### config.mk
export PLATFORM = sky130hd
export DESIGN_NAME = modbus_rtu_frame_receiver_flat
export DESIGN_NICKNAME = d
export VERILOG_FILES = /design/src/rtl/mrtu_pkg.sv /design/src/rtl/mrtu_in_if.sv /design/src/rtl/mrtu_out_if.sv /design/src/rtl/mrtu_parser.sv /design/src/rtl/modbus_rtu_frame_receiver.sv /design/src/flat_wrapper.sv
export SDC_FILE = /design/constraint.sdc
export NUM_CORES = 1
export LEC_CHECK = 0
export ABC_CLOCK_PERIOD_IN_PS = 3400
export BUFFER_PORTS_ARGS = -buffer_cell sky130_fd_sc_hd__buf_2
export CAP_MARGIN = 10
export CORE_ASPECT_RATIO = 1.1
export CORE_MARGIN = 3
export CORE_UTILIZATION = 45
export DETAILED_ROUTE_END_ITERATION = 8
export SYNTH_ARGS = -nofsm -noshare
export SYNTH_HDL_FRONTEND = slang
export SYNTH_SLANG_ARGS = --single-unit
### constraint.sdc
create_clock -name clk -period 3.4 [get_ports clk]
set_input_delay 0.34 -clock clk [delete_from_list [all_inputs] [get_ports clk]]
set_output_delay 0.34 -clock clk [all_outputs]
set_load 0.02 [all_outputs]
### src/rtl/mrtu_pkg.sv
// ----------------------------------------------------------------------------
// mrtu_pkg: shared types and constants of the Modbus RTU frame receiver
// Phase codes, register indexes, result record and the CRC-16 byte update.
// ----------------------------------------------------------------------------
package mrtu_pkg;

    localparam int unsigned BYTE_W      = 8;
    localparam int unsigned CRC_W       = 16;
    localparam int unsigned CFG_INDEX_W = 1;
    localparam int unsigned CFG_DATA_W  = 8;

    localparam int unsigned MAX_PAYLOAD_DEFAULT = 252;

    localparam logic [BYTE_W-1:0] OWN_ADDRESS_RST  = 8'd1;
    localparam logic [BYTE_W-1:0] PAYLOAD_SIZE_RST = 8'd4;
    localparam logic [CRC_W-1:0]  CRC_INIT         = 16'hFFFF;
    localparam logic [CRC_W-1:0]  CRC_POLY         = 16'hA001;

    typedef enum logic [CFG_INDEX_W-1:0] {
        CFG_OWN_ADDRESS  = 1'b0,
        CFG_PAYLOAD_SIZE = 1'b1
    } cfg_index_t;

    typedef enum logic [2:0] {
        PH_HUNT = 3'd0,
        PH_FUNC = 3'd1,
        PH_DATA = 3'd2,
        PH_CRCL = 3'd3,
        PH_CRCH = 3'd4
    } phase_t;

    typedef struct packed {
        logic              frame_valid;
        logic [BYTE_W-1:0] function_code;
        logic              payload_strobe;
        logic [BYTE_W-1:0] payload_index;
        logic [BYTE_W-1:0] payload_value;
        logic [CRC_W-1:0]  received_crc;
    } result_t;

    // Reflected CRC-16 update over one byte, LSB first.
    function automatic logic [CRC_W-1:0] crc_byte(
        input logic [CRC_W-1:0]  crc_in,
        input logic [BYTE_W-1:0] data
    );
        logic [CRC_W-1:0] c;
        c = crc_in ^ {{(CRC_W-BYTE_W){1'b0}}, data};
        for (int k = 0; k < BYTE_W; k++)
        begin
            if (c[0])
            begin
                c = (c >> 1) ^ CRC_POLY;
            end
            else
            begin
                c = c >> 1;
            end
        end
        return c;
    endfunction

endpackage

### src/rtl/mrtu_in_if.sv
// ----------------------------------------------------------------------------
// mrtu_in_if: byte request channel of the Modbus RTU frame receiver
// Carries one received byte or a restart request per handshake.
// ----------------------------------------------------------------------------
interface mrtu_in_if;
    logic                          valid;
    logic                          ready;
    logic                          action;
    logic [mrtu_pkg::BYTE_W-1:0]   byte_value;

    modport source (output valid, output action, output byte_value, input ready);
    modport sink   (input valid, input action, input byte_value, output ready);
endinterface

### src/rtl/mrtu_out_if.sv
// ----------------------------------------------------------------------------
// mrtu_out_if: result channel of the Modbus RTU frame receiver
// Carries one parse result per accepted request.
// ----------------------------------------------------------------------------
interface mrtu_out_if;
    logic                          valid;
    logic                          ready;
    logic                          frame_valid;
    logic [mrtu_pkg::BYTE_W-1:0]   function_code;
    logic                          payload_strobe;
    logic [mrtu_pkg::BYTE_W-1:0]   payload_index;
    logic [mrtu_pkg::BYTE_W-1:0]   payload_value;
    logic [mrtu_pkg::CRC_W-1:0]    received_crc;

    modport source (
        output valid, output frame_valid, output function_code, output payload_strobe,
        output payload_index, output payload_value, output received_crc, input ready
    );
    modport sink (
        input valid, input frame_valid, input function_code, input payload_strobe,
        input payload_index, input payload_value, input received_crc, output ready
    );
endinterface

### src/rtl/mrtu_parser.sv
// ----------------------------------------------------------------------------
// mrtu_parser: frame phase tracking and CRC accumulation
// Holds the parse state, advances it by one byte per accepted request and
// presents the result of that byte combinationally.
// ----------------------------------------------------------------------------
module mrtu_parser #(
    parameter int unsigned MAX_PAYLOAD = mrtu_pkg::MAX_PAYLOAD_DEFAULT
) (
    input  logic                        clk,
    input  logic                        rst_n,
    input  logic                        advance,
    input  logic                        action,
    input  logic [mrtu_pkg::BYTE_W-1:0] byte_value,
    input  logic [mrtu_pkg::BYTE_W-1:0] own_address,
    input  logic [mrtu_pkg::BYTE_W-1:0] payload_size,
    output mrtu_pkg::result_t           result
);

    localparam logic [mrtu_pkg::BYTE_W-1:0] MAX_SIZE = mrtu_pkg::BYTE_W'(MAX_PAYLOAD);

    mrtu_pkg::phase_t              phase_reg, phase_next;
    logic [mrtu_pkg::CRC_W-1:0]    running_crc_reg, running_crc_next;
    logic [mrtu_pkg::CRC_W-1:0]    crc_check_reg, crc_check_next;
    logic [mrtu_pkg::BYTE_W-1:0]   payload_count_reg, payload_count_next;
    logic [mrtu_pkg::BYTE_W-1:0]   function_reg, function_next;
    logic [mrtu_pkg::BYTE_W-1:0]   crc_low_reg, crc_low_next;
    logic [mrtu_pkg::BYTE_W-1:0]   crc_high_reg, crc_high_next;

    logic [mrtu_pkg::BYTE_W-1:0]   size_eff;
    logic [mrtu_pkg::BYTE_W-1:0]   count_inc;
    logic                          count_below;
    logic [mrtu_pkg::CRC_W-1:0]    crc_base;
    logic [mrtu_pkg::CRC_W-1:0]    crc_upd;
    logic [mrtu_pkg::CRC_W-1:0]    crc_final;

    assign size_eff    = (payload_size > MAX_SIZE) ? MAX_SIZE : payload_size;
    assign count_inc   = payload_count_reg + 8'd1;
    assign count_below = payload_count_reg < size_eff;
    // A new frame restarts the CRC from its seed.
    assign crc_base    = (phase_reg == mrtu_pkg::PH_FUNC || phase_reg == mrtu_pkg::PH_DATA)
                         ? running_crc_reg : mrtu_pkg::CRC_INIT;
    assign crc_upd     = mrtu_pkg::crc_byte(crc_base, byte_value);
    assign crc_final   = crc_check_reg ^ {byte_value, 8'h00};

    // Next phase
    always_comb
    begin
        phase_next = phase_reg;
        if (action)
        begin
            phase_next = mrtu_pkg::PH_HUNT;
        end
        else
        begin
            unique case (phase_reg)
                mrtu_pkg::PH_FUNC: phase_next = mrtu_pkg::PH_DATA;
                mrtu_pkg::PH_DATA:
                begin
                    if (!count_below)
                    begin
                        phase_next = mrtu_pkg::PH_HUNT;
                    end
                    else if (count_inc == size_eff)
                    begin
                        phase_next = mrtu_pkg::PH_CRCL;
                    end
                end
                mrtu_pkg::PH_CRCL: phase_next = mrtu_pkg::PH_CRCH;
                mrtu_pkg::PH_CRCH: phase_next = mrtu_pkg::PH_HUNT;
                default:
                begin
                    phase_next = (byte_value == own_address)
                                 ? mrtu_pkg::PH_FUNC : mrtu_pkg::PH_HUNT;
                end
            endcase
        end
    end

    // Datapath and result
    always_comb
    begin
        running_crc_next   = running_crc_reg;
        crc_check_next     = crc_check_reg;
        payload_count_next = payload_count_reg;
        function_next      = function_reg;
        crc_low_next       = crc_low_reg;
        crc_high_next      = crc_high_reg;
        result             = '0;
        if (action)
        begin
            running_crc_next   = mrtu_pkg::CRC_INIT;
            payload_count_next = '0;
            function_next      = '0;
            crc_low_next       = '0;
            crc_high_next      = '0;
        end
        else
        begin
            unique case (phase_reg)
                mrtu_pkg::PH_FUNC:
                begin
                    function_next      = byte_value;
                    payload_count_next = '0;
                    running_crc_next   = crc_upd;
                end
                mrtu_pkg::PH_DATA:
                begin
                    if (count_below)
                    begin
                        result.payload_strobe = 1'b1;
                        result.payload_index  = payload_count_reg;
                        result.payload_value  = byte_value;
                        payload_count_next    = count_inc;
                        running_crc_next      = crc_upd;
                    end
                end
                mrtu_pkg::PH_CRCL:
                begin
                    crc_check_next = running_crc_reg ^ {8'h00, byte_value};
                    crc_low_next   = byte_value;
                end
                mrtu_pkg::PH_CRCH:
                begin
                    crc_check_next     = crc_final;
                    crc_high_next      = byte_value;
                    result.frame_valid = (crc_final == '0);
                end
                default:
                begin
                    if (byte_value == own_address)
                    begin
                        running_crc_next = crc_upd;
                    end
                end
            endcase
        end
        result.function_code = function_next;
        result.received_crc  = {crc_high_next, crc_low_next};
    end

    always_ff @(posedge clk or negedge rst_n)
    begin
        if (!rst_n)
        begin
            phase_reg         <= mrtu_pkg::PH_HUNT;
            running_crc_reg   <= mrtu_pkg::CRC_INIT;
            crc_check_reg     <= '0;
            payload_count_reg <= '0;
            function_reg      <= '0;
            crc_low_reg       <= '0;
            crc_high_reg      <= '0;
        end
        else if (advance)
        begin
            phase_reg         <= phase_next;
            running_crc_reg   <= running_crc_next;
            crc_check_reg     <= crc_check_next;
            payload_count_reg <= payload_count_next;
            function_reg      <= function_next;
            crc_low_reg       <= crc_low_next;
            crc_high_reg      <= crc_high_next;
        end
    end

endmodule

### src/rtl/modbus_rtu_frame_receiver.sv
// ----------------------------------------------------------------------------
// modbus_rtu_frame_receiver: byte-wise Modbus RTU frame parser with CRC check
// Usage notes for the block follow.
// ----------------------------------------------------------------------------
// Requests arrive on req: action 0 carries a received byte, action 1 restarts
// the parser to address hunting. Every request gives exactly one result on
// rsp: frame_valid pulses on the CRC high byte of a frame whose CRC matches,
// data bytes are streamed with their index, function_code and received_crc
// show the registers after the byte.
// Registers own_address (index 0) and payload_size (index 1) are written
// through cfg_we / cfg_index / cfg_data; change them only while idle.
// The result is registered and valid in the cycle after the request is taken.
// Throughput: one request per cycle while rsp is not stalled; the CRC byte update
// (eight shift steps) sits in the single stage between request port and result register.
// rsp stalls hold the result register; req.ready stays high as long as the
// result register is empty or being drained in the same cycle.
// Reset: parser returns to address hunting, CRC to its seed, registers to
// own_address 1 and payload_size 4; the result register is empty.
// ----------------------------------------------------------------------------
module modbus_rtu_frame_receiver #(
    parameter int unsigned MAX_PAYLOAD = mrtu_pkg::MAX_PAYLOAD_DEFAULT
) (
    input  logic                             clk,
    input  logic                             rst_n,
    mrtu_in_if.sink                          req,
    mrtu_out_if.source                       rsp,
    input  logic                             cfg_we,
    input  logic [mrtu_pkg::CFG_INDEX_W-1:0] cfg_index,
    input  logic [mrtu_pkg::CFG_DATA_W-1:0]  cfg_data
);

    logic [mrtu_pkg::BYTE_W-1:0] own_address_reg;
    logic [mrtu_pkg::BYTE_W-1:0] payload_size_reg;
    logic                        out_valid_reg;
    mrtu_pkg::result_t           result_reg;
    mrtu_pkg::result_t           result_next;
    logic                        accept;

    assign req.ready = !out_valid_reg || rsp.ready;
    assign accept    = req.valid && req.ready;

    always_ff @(posedge clk or negedge rst_n)
    begin
        if (!rst_n)
        begin
            own_address_reg  <= mrtu_pkg::OWN_ADDRESS_RST;
            payload_size_reg <= mrtu_pkg::PAYLOAD_SIZE_RST;
        end
        else if (cfg_we)
        begin
            unique case (mrtu_pkg::cfg_index_t'(cfg_index))
                mrtu_pkg::CFG_OWN_ADDRESS:  own_address_reg  <= cfg_data;
                mrtu_pkg::CFG_PAYLOAD_SIZE: payload_size_reg <= cfg_data;
                default:                    own_address_reg  <= own_address_reg;
            endcase
        end
    end

    mrtu_parser #(
        .MAX_PAYLOAD (MAX_PAYLOAD)
    ) u_parser (
        .clk          (clk),
        .rst_n        (rst_n),
        .advance      (accept),
        .action       (req.action),
        .byte_value   (req.byte_value),
        .own_address  (own_address_reg),
        .payload_size (payload_size_reg),
        .result       (result_next)
    );

    always_ff @(posedge clk or negedge rst_n)
    begin
        if (!rst_n)
        begin
            out_valid_reg <= 1'b0;
        end
        else if (accept)
        begin
            out_valid_reg <= 1'b1;
        end
        else if (rsp.ready)
        begin
            out_valid_reg <= 1'b0;
        end
    end

    // Load the result only on a new request; hold it while stalled.
    always_ff @(posedge clk)
    begin
        if (accept)
        begin
            result_reg <= result_next;
        end
    end

    assign rsp.valid          = out_valid_reg;
    assign rsp.frame_valid    = result_reg.frame_valid;
    assign rsp.function_code  = result_reg.function_code;
    assign rsp.payload_strobe = result_reg.payload_strobe;
    assign rsp.payload_index  = result_reg.payload_index;
    assign rsp.payload_value  = result_reg.payload_value;
    assign rsp.received_crc   = result_reg.received_crc;

`ifndef NO_ASSERTIONS
    a_no_overwrite: assert property (@(posedge clk) disable iff (!rst_n)
        accept |-> !(out_valid_reg && !rsp.ready))
        else $error("request taken while result register is stalled");

    a_restart_clears: assert property (@(posedge clk) disable iff (!rst_n)
        accept && req.action |=> rsp.valid && !rsp.frame_valid && !rsp.payload_strobe
            && rsp.function_code == '0 && rsp.received_crc == '0)
        else $error("restart result not cleared");

    a_valid_not_strobe: assert property (@(posedge clk) disable iff (!rst_n)
        rsp.valid && rsp.frame_valid |-> !rsp.payload_strobe)
        else $error("frame completion on a payload byte");

    a_index_range: assert property (@(posedge clk) disable iff (!rst_n)
        rsp.valid && rsp.payload_strobe
            |-> rsp.payload_index < mrtu_pkg::BYTE_W'(MAX_PAYLOAD))
        else $error("payload index beyond maximum payload");
`endif

endmodule

### src/flat_wrapper.sv
// flat-port wrapper written by rule: the top's interface ports become plain ports
module modbus_rtu_frame_receiver_flat 
#(
    parameter int unsigned MAX_PAYLOAD = mrtu_pkg::MAX_PAYLOAD_DEFAULT
)
  (clk, rst_n, cfg_we, cfg_index, cfg_data, req_valid, req_action, req_byte_value, req_ready, rsp_valid, rsp_frame_valid, rsp_function_code, rsp_payload_strobe, rsp_payload_index, rsp_payload_value, rsp_received_crc, rsp_ready);
  mrtu_in_if req_i ();
  mrtu_out_if rsp_i ();
  input  logic clk;
  input  logic rst_n;
  input  logic cfg_we;
  input  logic [mrtu_pkg::CFG_INDEX_W-1:0] cfg_index;
  input  logic [mrtu_pkg::CFG_DATA_W-1:0] cfg_data;
  input wire logic [$bits(req_i.valid)-1:0] req_valid;
  input wire logic [$bits(req_i.action)-1:0] req_action;
  input wire logic [$bits(req_i.byte_value)-1:0] req_byte_value;
  output wire logic [$bits(req_i.ready)-1:0] req_ready;
  output wire logic [$bits(rsp_i.valid)-1:0] rsp_valid;
  output wire logic [$bits(rsp_i.frame_valid)-1:0] rsp_frame_valid;
  output wire logic [$bits(rsp_i.function_code)-1:0] rsp_function_code;
  output wire logic [$bits(rsp_i.payload_strobe)-1:0] rsp_payload_strobe;
  output wire logic [$bits(rsp_i.payload_index)-1:0] rsp_payload_index;
  output wire logic [$bits(rsp_i.payload_value)-1:0] rsp_payload_value;
  output wire logic [$bits(rsp_i.received_crc)-1:0] rsp_received_crc;
  input wire logic [$bits(rsp_i.ready)-1:0] rsp_ready;
  assign req_i.valid = req_valid;
  assign req_i.action = req_action;
  assign req_i.byte_value = req_byte_value;
  assign req_ready = req_i.ready;
  assign rsp_valid = rsp_i.valid;
  assign rsp_frame_valid = rsp_i.frame_valid;
  assign rsp_function_code = rsp_i.function_code;
  assign rsp_payload_strobe = rsp_i.payload_strobe;
  assign rsp_payload_index = rsp_i.payload_index;
  assign rsp_payload_value = rsp_i.payload_value;
  assign rsp_received_crc = rsp_i.received_crc;
  assign rsp_i.ready = rsp_ready;
  modbus_rtu_frame_receiver #(.MAX_PAYLOAD(MAX_PAYLOAD)) u_core (.clk(clk), .rst_n(rst_n), .req(req_i), .rsp(rsp_i), .cfg_we(cfg_we), .cfg_index(cfg_index), .cfg_data(cfg_data));
endmodule
Word-level counts from Yosys, hierarchy flattened
Index checks and enable logic that the tools add are counted.
{"block": "totals", "inputBits": 23, "output_inout_bits": 44, "regBits": 126, "elab_cells": 95}
{"block": "op_classes", "bitwise_logic": 16, "n_eq_ne": 9, "add_sub_neg": 1, "n_lt_le_gt_ge": 2, "reduce_logical": 19, "muxes": 32}
{"op": "2-to-1 mux 16 bit", "count": 12}
{"op": "2-to-1 mux 8 bit", "count": 9}
{"op": "one-hot mux 16 bit (3 select lines)", "count": 1}
{"op": "one-hot mux 16 bit (2 select lines)", "count": 1}
{"op": "bitwise XOR 16 x 8 -> 16 bit", "count": 2}
{"op": "inverter 2 -> 3 bit", "count": 8}
{"op": "2-to-1 mux 17 bit", "count": 1}
{"op": "equality test 8 bit", "count": 2}
{"op": "logical NOT 16 bit", "count": 1}
{"op": "one-hot mux 8 bit (2 select lines)", "count": 1}
{"op": "bitwise XOR 16 bit", "count": 1}
{"op": "one-hot mux 3 bit (4 select lines)", "count": 1}
{"op": "2-to-1 mux 3 bit", "count": 3}
{"op": "adder 8 x 1 -> 8 bit, second input constant", "count": 1}
{"op": "> comparator 8 bit, second input constant", "count": 1}
{"op": "< comparator 8 bit", "count": 1}
{"op": "equality test 3 x 2 -> 1 bit, second input constant", "count": 2}
{"op": "AND reduction 2 bit", "count": 3}
{"op": "AND reduction 3 bit", "count": 2}
{"op": "OR reduction 2 bit", "count": 3}
{"op": "inverter 1 bit", "count": 5}
{"op": "inequality test 4 x 3 -> 1 bit, second input constant", "count": 1}
{"op": "AND reduction 4 bit", "count": 1}
{"op": "nonzero test 2 bit", "count": 2}
{"op": "other kinds (11)", "count": 14}

Logic depth before layout (Yosys ltp)
Gate-level depths: netlist of the first run.
{"block": "depth", "ltp_word": 23, "ltp_mapped": 12, "mapped_depth_nobuf": 10}

Modules after synthesis
A second synthesis of the first run with hierarchy kept.
{"block": "unflattened", "cells_unflattened": 574, "hier_area_um2": 6449.9}
{"module": "mrtu_parser", "instances": 1, "cells_each": 493, "seq_area_each_um2": 1696.6, "area_each_um2": 4500.6}
{"module": "modbus_rtu_frame_receiver", "instances": 1, "cells_each": 81, "seq_area_each_um2": 1689.1, "area_each_um2": 1949.4}

Worst setup path before layout of the first run
OpenSTA, ideal clock, no wires.
{"block": "synth_path", "path_kind": "register to register", "start": "register u_core.out_valid_reg (netlist: u_core.rsp.valid)", "end": "register u_core.u_parser.payload_count_reg[4] in the netlist's numbering", "setup_time_ps": 100, "setup_slack_ps": 277, "required_ps": 3300, "period_less_slack_ps": 3123, "n_path_buf": 1, "stages_incl_launch_ff": 7, "arrival_ps": 3023, "path_cell_list": "dfrtp_1 nand2b_1 nand2_1 inv_2 buf_1 nand2_1 o31ai_1"}
{"block": "synth_between", "elab_chain_len": 4}
{"item": "start, declared", "line_no": "modbus_rtu_frame_receiver.sv:34", "source": "logic out_valid_reg;"}
{"item": "start signal, assigned", "line_no": "modbus_rtu_frame_receiver.sv:76", "source": "out_valid_reg <= 1'b0;"}
{"item": "start signal, assigned", "line_no": "modbus_rtu_frame_receiver.sv:80", "source": "out_valid_reg <= 1'b1;"}
{"item": "start signal, assigned", "line_no": "modbus_rtu_frame_receiver.sv:84", "source": "out_valid_reg <= 1'b0;"}
{"item": "logical NOT 1 bit", "line_no": "modbus_rtu_frame_receiver.sv:39", "source": "assign req.ready = !out_valid_reg || rsp.ready;"}
{"item": "logical OR 1 bit", "line_no": "modbus_rtu_frame_receiver.sv:39"}
{"item": "net req_ready", "line_no": "flat_wrapper.sv:17", "source": "output wire logic [$bits(req_i.ready)-1:0] req_ready;"}
{"item": "logical AND 1 bit", "line_no": "modbus_rtu_frame_receiver.sv:40", "source": "assign accept = req.valid && req.ready;"}
{"item": "net u_core.accept", "line_no": "modbus_rtu_frame_receiver.sv:37", "source": "logic accept;"}
{"item": "AND reduction 3 bit (no line)"}
{"item": "end signal, assigned", "line_no": "mrtu_parser.sv:158", "source": "payload_count_reg <= payload_count_next;"}
{"item": "end, declared", "line_no": "mrtu_parser.sv:24", "source": "logic [mrtu_pkg::BYTE_W-1:0] payload_count_reg, payload_count_next;"}
The timed path passes the listed nets, and every way through them passes these cells.
A chain may end at the register's enable or synchronous reset.

Worst setup path in the final report of the first run
{"block": "layout_path", "start": "register u_core.payload_size_reg[2] in the netlist's numbering", "end": "register u_core.u_parser.payload_count_reg[4] in the netlist's numbering"}
{"block": "layout_between", "elab_chain_len": 5}
{"item": "start, declared", "line_no": "modbus_rtu_frame_receiver.sv:33", "source": "logic [mrtu_pkg::BYTE_W-1:0] payload_size_reg;"}
{"item": "start signal, assigned", "line_no": "modbus_rtu_frame_receiver.sv:47", "source": "payload_size_reg <= mrtu_pkg::PAYLOAD_SIZE_RST;"}
{"item": "start signal, assigned", "line_no": "modbus_rtu_frame_receiver.sv:53", "source": "mrtu_pkg::CFG_PAYLOAD_SIZE: payload_size_reg <= cfg_data;"}
{"item": "> comparator 8 bit", "line_no": "mrtu_parser.sv:36", "source": "assign size_eff = (payload_size > MAX_SIZE) ? MAX_SIZE : payload_size;"}
{"item": "2-to-1 mux 8 bit (*)", "line_no": "mrtu_parser.sv:36"}
{"item": "< comparator 8 bit (*)", "line_no": "mrtu_parser.sv:38", "source": "assign count_below = payload_count_reg < size_eff;"}
{"item": "inequality test 3 bit (no line) (*)"}
{"item": "AND reduction 3 bit (no line) (*)"}
Every way passes the cells marked *; elsewhere a longest branch is shown, timed or not.

==> impl_metrics.json, run 1 <==
{
  "outcome": "completed",
  "fin_nets": 661,
  "path_cells": "nand2_1, o21ai_0, ha_1, nor2b_1, o21a_1, o21ai_0, a21o_1, nor3b_2, buf_4, nand2_1, o31ai_1",
  "fmax_mhz": 347,
  "irDropWorstVdd_mv": 0.361,
  "grt_pass1_vias": 4267,
  "power_density_mw_per_mm2": 745,
  "die-area_sq_mm": 0.0155,
  "grtUsageTotal_pct": 18.8,
  "arrival_ps": 3200,
  "n_fill_cell": 1205,
  "ys_types": 48,
  "fin_total_pwr_mw": 5.50,
  "clockBufferDepth": 2,
  "layout-drive-gt1-share_pct": 26.5,
  "hp-class": "in2async",
  "die_h_um": 130,
  "netlist_area_sq_mm": 0.00632,
  "antenna_found_initial": 1,
  "p_clk_share_pct": 33.9,
  "timing_hold_violations_final": 0,
  "tightest_slew_ps": 896,
  "antenna_left": 0,
  "cts_resized": 0,
  "criticalPathCategory": "reg2reg",
  "portBuffers": 66,
  "root_buffer": "clkbuf_16",
  "grt_pass1_wl_um": 22400,
  "clock_sinks": 126,
  "cts_hold_buf": 0,
  "drcViolationCount": 0,
  "synth-edff-count": 42,
  "setup_tns_ps": 0,
  "synth_xor_xnor_area_share_pct": 9.23,
  "intPower_mw": 3.82,
  "io_pins": 67,
  "setup_viol": 0,
  "slew_viol_final": 0,
  "drt_first_pass_iters": 5,
  "coreArea_sq_mm": 0.0135,
  "synth_top_family_by_area": "simple AND/OR/NAND/NOR gates",
  "power.switching_mw": 1.68,
  "syn_avg_cell_area_sq_um": 11.1,
  "synth_nets": 602,
  "dp_hpwl_um": 9100,
  "dr.first_iter.drc_count": 249,
  "gp_congestion": 0.832,
  "r2r_cells": 11,
  "synth-compound-area-share_pct": 9.41,
  "synth-seq-cells": 126,
  "viasPerCell": 5.22,
  "slew_headroom_pct": 40.2,
  "drv_cap": 0,
  "crit_buf_inv": 1,
  "cp-start-kind": "register",
  "synthCells": 570,
  "synthSimpleGateAreaFrac_pct": 11.6,
  "cts_tree": "yes",
  "syn2layout_area_growth_pct": 16.8,
  "r2r_setup_slack_ps": 520,
  "start_util_pct": 46.8,
  "overflow": 0,
  "switching_share_pct": 30.5,
  "yosysWarningCount": 0,
  "critPathSlowestCell": "dfstp_2",
  "num_vias": 4308,
  "multi_input_area_sq_mm": 0.00267,
  "synthMuxAreaShare_pct": 10.2,
  "grt_max_degree": 66,
  "fin_skew_ps": 9.31,
  "antennaDiodeCount": 0,
  "required_ps": 3710,
  "rr_endpoint": "u_core.u_parser.payload_count_reg[4]",
  "min_period_ps": 2880,
  "fin_hold_ws_ps": 37.1,
  "r2r-start": "u_core.payload_size_reg[2]",
  "yosys_most_used_dff": "dfrtp_1",
  "cp-end-kind": "register",
  "postPlaceCellArea_sq_mm": 0.00677,
  "pwr-share-seq_pct": 40.1,
  "post-route-period-util_pct": 84.8,
  "power_frac_comb_pct": 26.0,
  "async_reset_ff_share_pct": 66.7,
  "rsz0062_at_grt": "false",
  "routed_wl_um": 13700,
  "max_stage_delay_ps": 570,
  "clkTransAtPathRegs_ps": 60,
  "final_cell_area_sq_mm": 0.00738,
  "synth-seq-area-share_pct": 53.6,
  "regArea_sq_mm": 0.00339,
  "leakage_nw": 3.15,
  "insertion_delay_ps": 410,
  "wl_per_cell_um": 16.6,
  "rows": 44,
  "dieWidth_um": 119,
  "cts_buffers": 17,
  "synth_fa_ha_area_share_pct": 1.78,
  "post_cts.repair.setup_buffers": 0,
  "cp_max_fo": 20,
  "htree_levels": 4,
  "cp_top_family": "compound AO/OA/AOI/OAI gates"
}
## routing by layer
| layer | up-vias | wire length [um] | GRT usage [%] |
|---|---|---|---|
| met2 | 109 | 6290 | 29.5 |
| met5 | - | 0 | 0 |
| met4 | 0 | 123 | 6.34 |
| li1 | 2107 | - | - |
| met3 | 9 | 809 | 4.85 |
| met1 | 2083 | 6510 | 25.6 |
## cell usage after synthesis (all sizes together), types with 11 or more instances
| master | number | area share, % |
|---|---|---|
| buf | 22 | 2.2 |
| dfstp | 18 | 7.5 |
| mux2i | 18 | 2.9 |
| clkbuf | 16 | 0.97 |
| nor2 | 53 | 3.1 |
| dfrtp | 66 | 26 |
| and2 | 17 | 1.7 |
| xnor2 | 53 | 7.3 |
| xor2 | 11 | 1.5 |
| inv | 18 | 1.1 |
| nand2 | 37 | 2.2 |
| o21ai | 42 | 3.3 |
| a21oi | 17 | 1.3 |
| edfxtp | 42 | 20 |
| a31oi | 12 | 1.2 |
| nand3 | 14 | 1.1 |
| mux2 | 41 | 7.3 |
## power by group through the flow
| stage | clock, mW | sequential [mW] | combinational [mW] |
|---|---|---|---|
| after floorplan | 0 | 2.18 | 1.15 |
| after global placement | 0 | 2.21 | 1.41 |
| after detailed placement | 0 | 2.23 | 1.43 |
| after CTS | 1.91 | 2.20 | 1.45 |
| after global routing | 1.97 | 2.24 | 1.60 |
| final | 1.86 | 2.20 | 1.43 |
## worst max path at each step
stage                                           from                                    to  slack [ps]  cells past startpoint
after floorplan                     u_core.rsp.valid  u_core.u_parser.payload_count_reg[4]         280                      6
after global placement    u_core.payload_size_reg[2]  u_core.u_parser.payload_count_reg[7]         640                     11
after detailed placement  u_core.payload_size_reg[2]  u_core.u_parser.payload_count_reg[4]         530                     11
after CTS                 u_core.payload_size_reg[2]  u_core.u_parser.payload_count_reg[4]         510                     11
after global routing      u_core.payload_size_reg[2]  u_core.u_parser.payload_count_reg[4]         280                     11
final                     u_core.payload_size_reg[2]  u_core.u_parser.payload_count_reg[4]         520                     11
## worst reg2reg max path: stages, from the launching register on
cell and delay [ps]:
dfstp_2 570, nand2_1 70, o21ai_0 330, ha_1 300, nor2b_1 120, o21a_1 160
o21ai_0 230, a21o_1 170, nor3b_2 180, buf_4 250, nand2_1 140, o31ai_1 270
## placed cells by master (no fill, tap or decap), types with 14 or more instances in the layout
master	count
nand2_1	37
clkbuf_16	17
edfxtp_1	42
and2_1	17
xnor2_1	53
nor2_1	53
inv_1	16
dfstp_2	18
buf_2	65
dfrtp_1	66
mux2i_1	18
nand3_1	14
o21ai_0	39
a21oi_1	17
mux2_2	40
## logic make-up after synthesis
family          after synthesis
simple gates                156
flops                       126
compound gates               99
xor+xnor                     65
mux                          59
buf+inv                      56
fa+ha+maj                     9
## through the flow
stage          util [%]  setup WS [ps]  std cells
6_report           54.7            516        826
3_3_place_gp       50.2            643        794
5_1_grt            54.7            283        826
2_1_floorplan         -            277        570
4_1_cts            54.7            512        826
3_5_place_dp       50.2            533        794
## final cells by class
| type | instances | area share (%) |
|---|---|---|
| clock buffers | 20 | 5.92 |
| flip-flops and latches | 126 | 45.9 |
| well taps | 184 | 3.12 |
| clock inverters | 12 | 2.27 |
| multi-input cells | 388 | 36.2 |
| inverters | 18 | 0.916 |
| repair buffers | 78 | 5.73 |
(Power assumes the default switching activity.)
==> inputs of run 2 (changes only) <==
--- a/config.mk
+++ b/config.mk
@@ -5,13 +5,14 @@
 export SDC_FILE = /design/constraint.sdc
 export NUM_CORES = 1
 export LEC_CHECK = 0
-export ABC_CLOCK_PERIOD_IN_PS = 3400
+export ABC_CLOCK_PERIOD_IN_PS = 2600
 export BUFFER_PORTS_ARGS = -buffer_cell sky130_fd_sc_hd__buf_2
 export CAP_MARGIN = 10
 export CORE_ASPECT_RATIO = 1.1
 export CORE_MARGIN = 3
 export CORE_UTILIZATION = 45
 export DETAILED_ROUTE_END_ITERATION = 8
+export PLACE_DENSITY = 0.66
 export SYNTH_ARGS = -nofsm -noshare
 export SYNTH_HDL_FRONTEND = slang
 export SYNTH_SLANG_ARGS = --single-unit
==> constraint.sdc (replaced) <==
create_clock -name clk -period 2.6 [get_ports clk]
set_input_delay 0.26 -clock clk [delete_from_list [all_inputs] [get_ports clk]]
set_output_delay 0.26 -clock clk [all_outputs]
set_load 0.02 [all_outputs]
==> impl_metrics.json, run 2 (synthesized netlist as in run 1, its figures left out) <==
{
  "outcome": "completed",
  "criticalPathCategory": "reg2reg",
  "clockBufferDepth": 2,
  "hp-class": "in2reg",
  "cts_tree": "yes",
  "slew_viol_final": 0,
  "dr.first_iter.drc_count": 382,
  "final_core_util_pct": 56.0,
  "start_util_pct": 46.8,
  "cp_top_family": "compound AO/OA/AOI/OAI gates",
  "cts_buffers": 17,
  "overflow": 0,
  "place_inst": 806,
  "timing.final.ws_setup_ps": 124,
  "drt_first_pass_iters": 5,
  "worstHoldStart": "req_valid",
  "grt_pass1_vias": 4428,
  "portBuffers": 66,
  "fin_nets": 676,
  "viasPerCell": 5.32,
  "required_ps": 2890,
  "cpMostUsedCell": "o21ai_2",
  "antenna_left": 0,
  "dp_hpwl_um": 9380,
  "grtUsageTotal_pct": 18.8,
  "critPathSlowestCell": "dfstp_2",
  "coreArea_sq_mm": 0.0135,
  "wl_per_cell_um": 16.6,
  "clkTransAtPathRegs_ps": 60,
  "max_stage_delay_ps": 530,
  "htree_levels": 4,
  "slew_headroom_pct": 51.5,
  "insertion_delay_ps": 410,
  "setup_tns_ps": 0,
  "syn2layout_area_growth_pct": 19.5,
  "num_vias": 4471,
  "fmax_mhz": 404,
  "die-area_sq_mm": 0.0155,
  "power_density_mw_per_mm2": 963,
  "antennaDiodeCount": 0,
  "grt_max_degree": 68,
  "drv_cap": 0,
  "die_h_um": 130,
  "gp_congestion": 0.820,
  "layout-drive-gt1-share_pct": 28.8,
  "cp-end-kind": "register",
  "io_pins": 67,
  "grt_pass1_wl_um": 23000,
  "min_period_ps": 2480,
  "cp-start-kind": "register",
  "leakage_nw": 3.24,
  "drcViolationCount": 0,
  "rows": 44,
  "layout_common_cells": "buf_2 (66), dfrtp_1 (66), nor2_1 (53), xnor2_1 (53), edfxtp_1 (42)",
  "crit_buf_inv": 0,
  "startpoint": "u_core.payload_size_reg[2]",
  "root_buffer": "clkbuf_16",
  "fin_skew_ps": 6.39,
  "setup_viol": 0,
  "path_cells": "nand2_1, o21ai_2, ha_1, nor2b_1, o21a_1, o21ai_2, a21o_1, nor3b_4, o32a_1, mux2_1",
  "stdcell_count": 841,
  "post-route-period-util_pct": 95.2,
  "routed_wl_um": 14000,
  "arrival_ps": 2770,
  "tightest_slew_ps": 726,
  "antenna_found_initial": 0,
  "timing_hold_violations_final": 0,
  "pre_cts_ws_ps": -83.3,
  "cp_max_fo": 3,
  "clock_sinks": 126,
  "dieWidth_um": 119,
  "r2r-start": "u_core.payload_size_reg[2]",
  "irDropWorstVdd_mv": 0.426,
  "fin_hold_ws_ps": 57.8
}
==> run 2: changes by cell type in the layout (fill, tap and decap cells not counted), sizes merged <==
cell / previous run / this run
inv: 19 / 20
bufinv: 4 / 3
buf: 78 / 92
dlygate4sd3: 0 / 1
clkbuf: 20 / 19
clkinvlp: 2 / 3
==> run 2: layout make-up <==
| type | instances | area [sq um] |
|---|---|---|
| Clock buffer | 19 | 433 |
| Clock inverter | 13 | 165 |
| Fill cell | 1152 | 5940 |
| Inverter | 18 | 67.6 |
| Multi-Input combinational cell | 388 | 2690 |
| Sequential cell | 126 | 3390 |
| Tap cell | 184 | 230 |
| Timing Repair Buffer | 93 | 577 |
==> run 2: worst paths after layout <==
kind | to | depth (start not counted) | slack (ps)
worst max-delay path | u_core.u_parser.phase_reg[0] | 10 | 120
worst min-delay path | u_core.rsp.valid | 2 | 60
worst max register to register | u_core.u_parser.phase_reg[0] | 10 | 120
worst min register to register | u_core.u_parser.crc_check_reg[2] | 2 | 490
max in group asynchronous | u_core.u_parser.running_crc_reg[2] | 3 | 1550
min in group asynchronous | u_core.payload_size_reg[1] | 2 | 340
==> run 2: metal layers <==
metal  up-vias  GRT usage (%)  part of all wire (%)
met1      2217           25.0                    47
met2       108           31.1                    48
met5         -              0                     0
met3        11           3.94                   4.4
li1       2135              -                     -
met4         0           6.27                   1.0
==> run 2: what timing repair did <==
| item | CTS | global route |
|---|---|---|
| gates cloned | 0 | 1 |
| setup endpoints to repair | 6 | 7 |
| buffers inserted | 0 | 1 |
| hold buffers | 1 | 0 |
| gates resized for setup | 3 | 7 |
| endpoints found under the hold margin | 28 | 0 |
==> run 2: per-stage QoR <==
step                      power, mW  cell area (sq um)
after detailed placement       4.86               6900
after global placement         4.79               6900
after global routing           7.67               7550
after floorplan                4.35               6330
final                          7.27               7550
after CTS                      7.27               7510
==> run 2: where the power goes <==
part           internal [mW]  switching (mW)  total (mW)  leakage, nW
Sequential              2.53           0.339        2.87         1.45
Clock                   1.51           0.886        2.40        0.282
Combinational          0.942            1.06        2.00         1.51
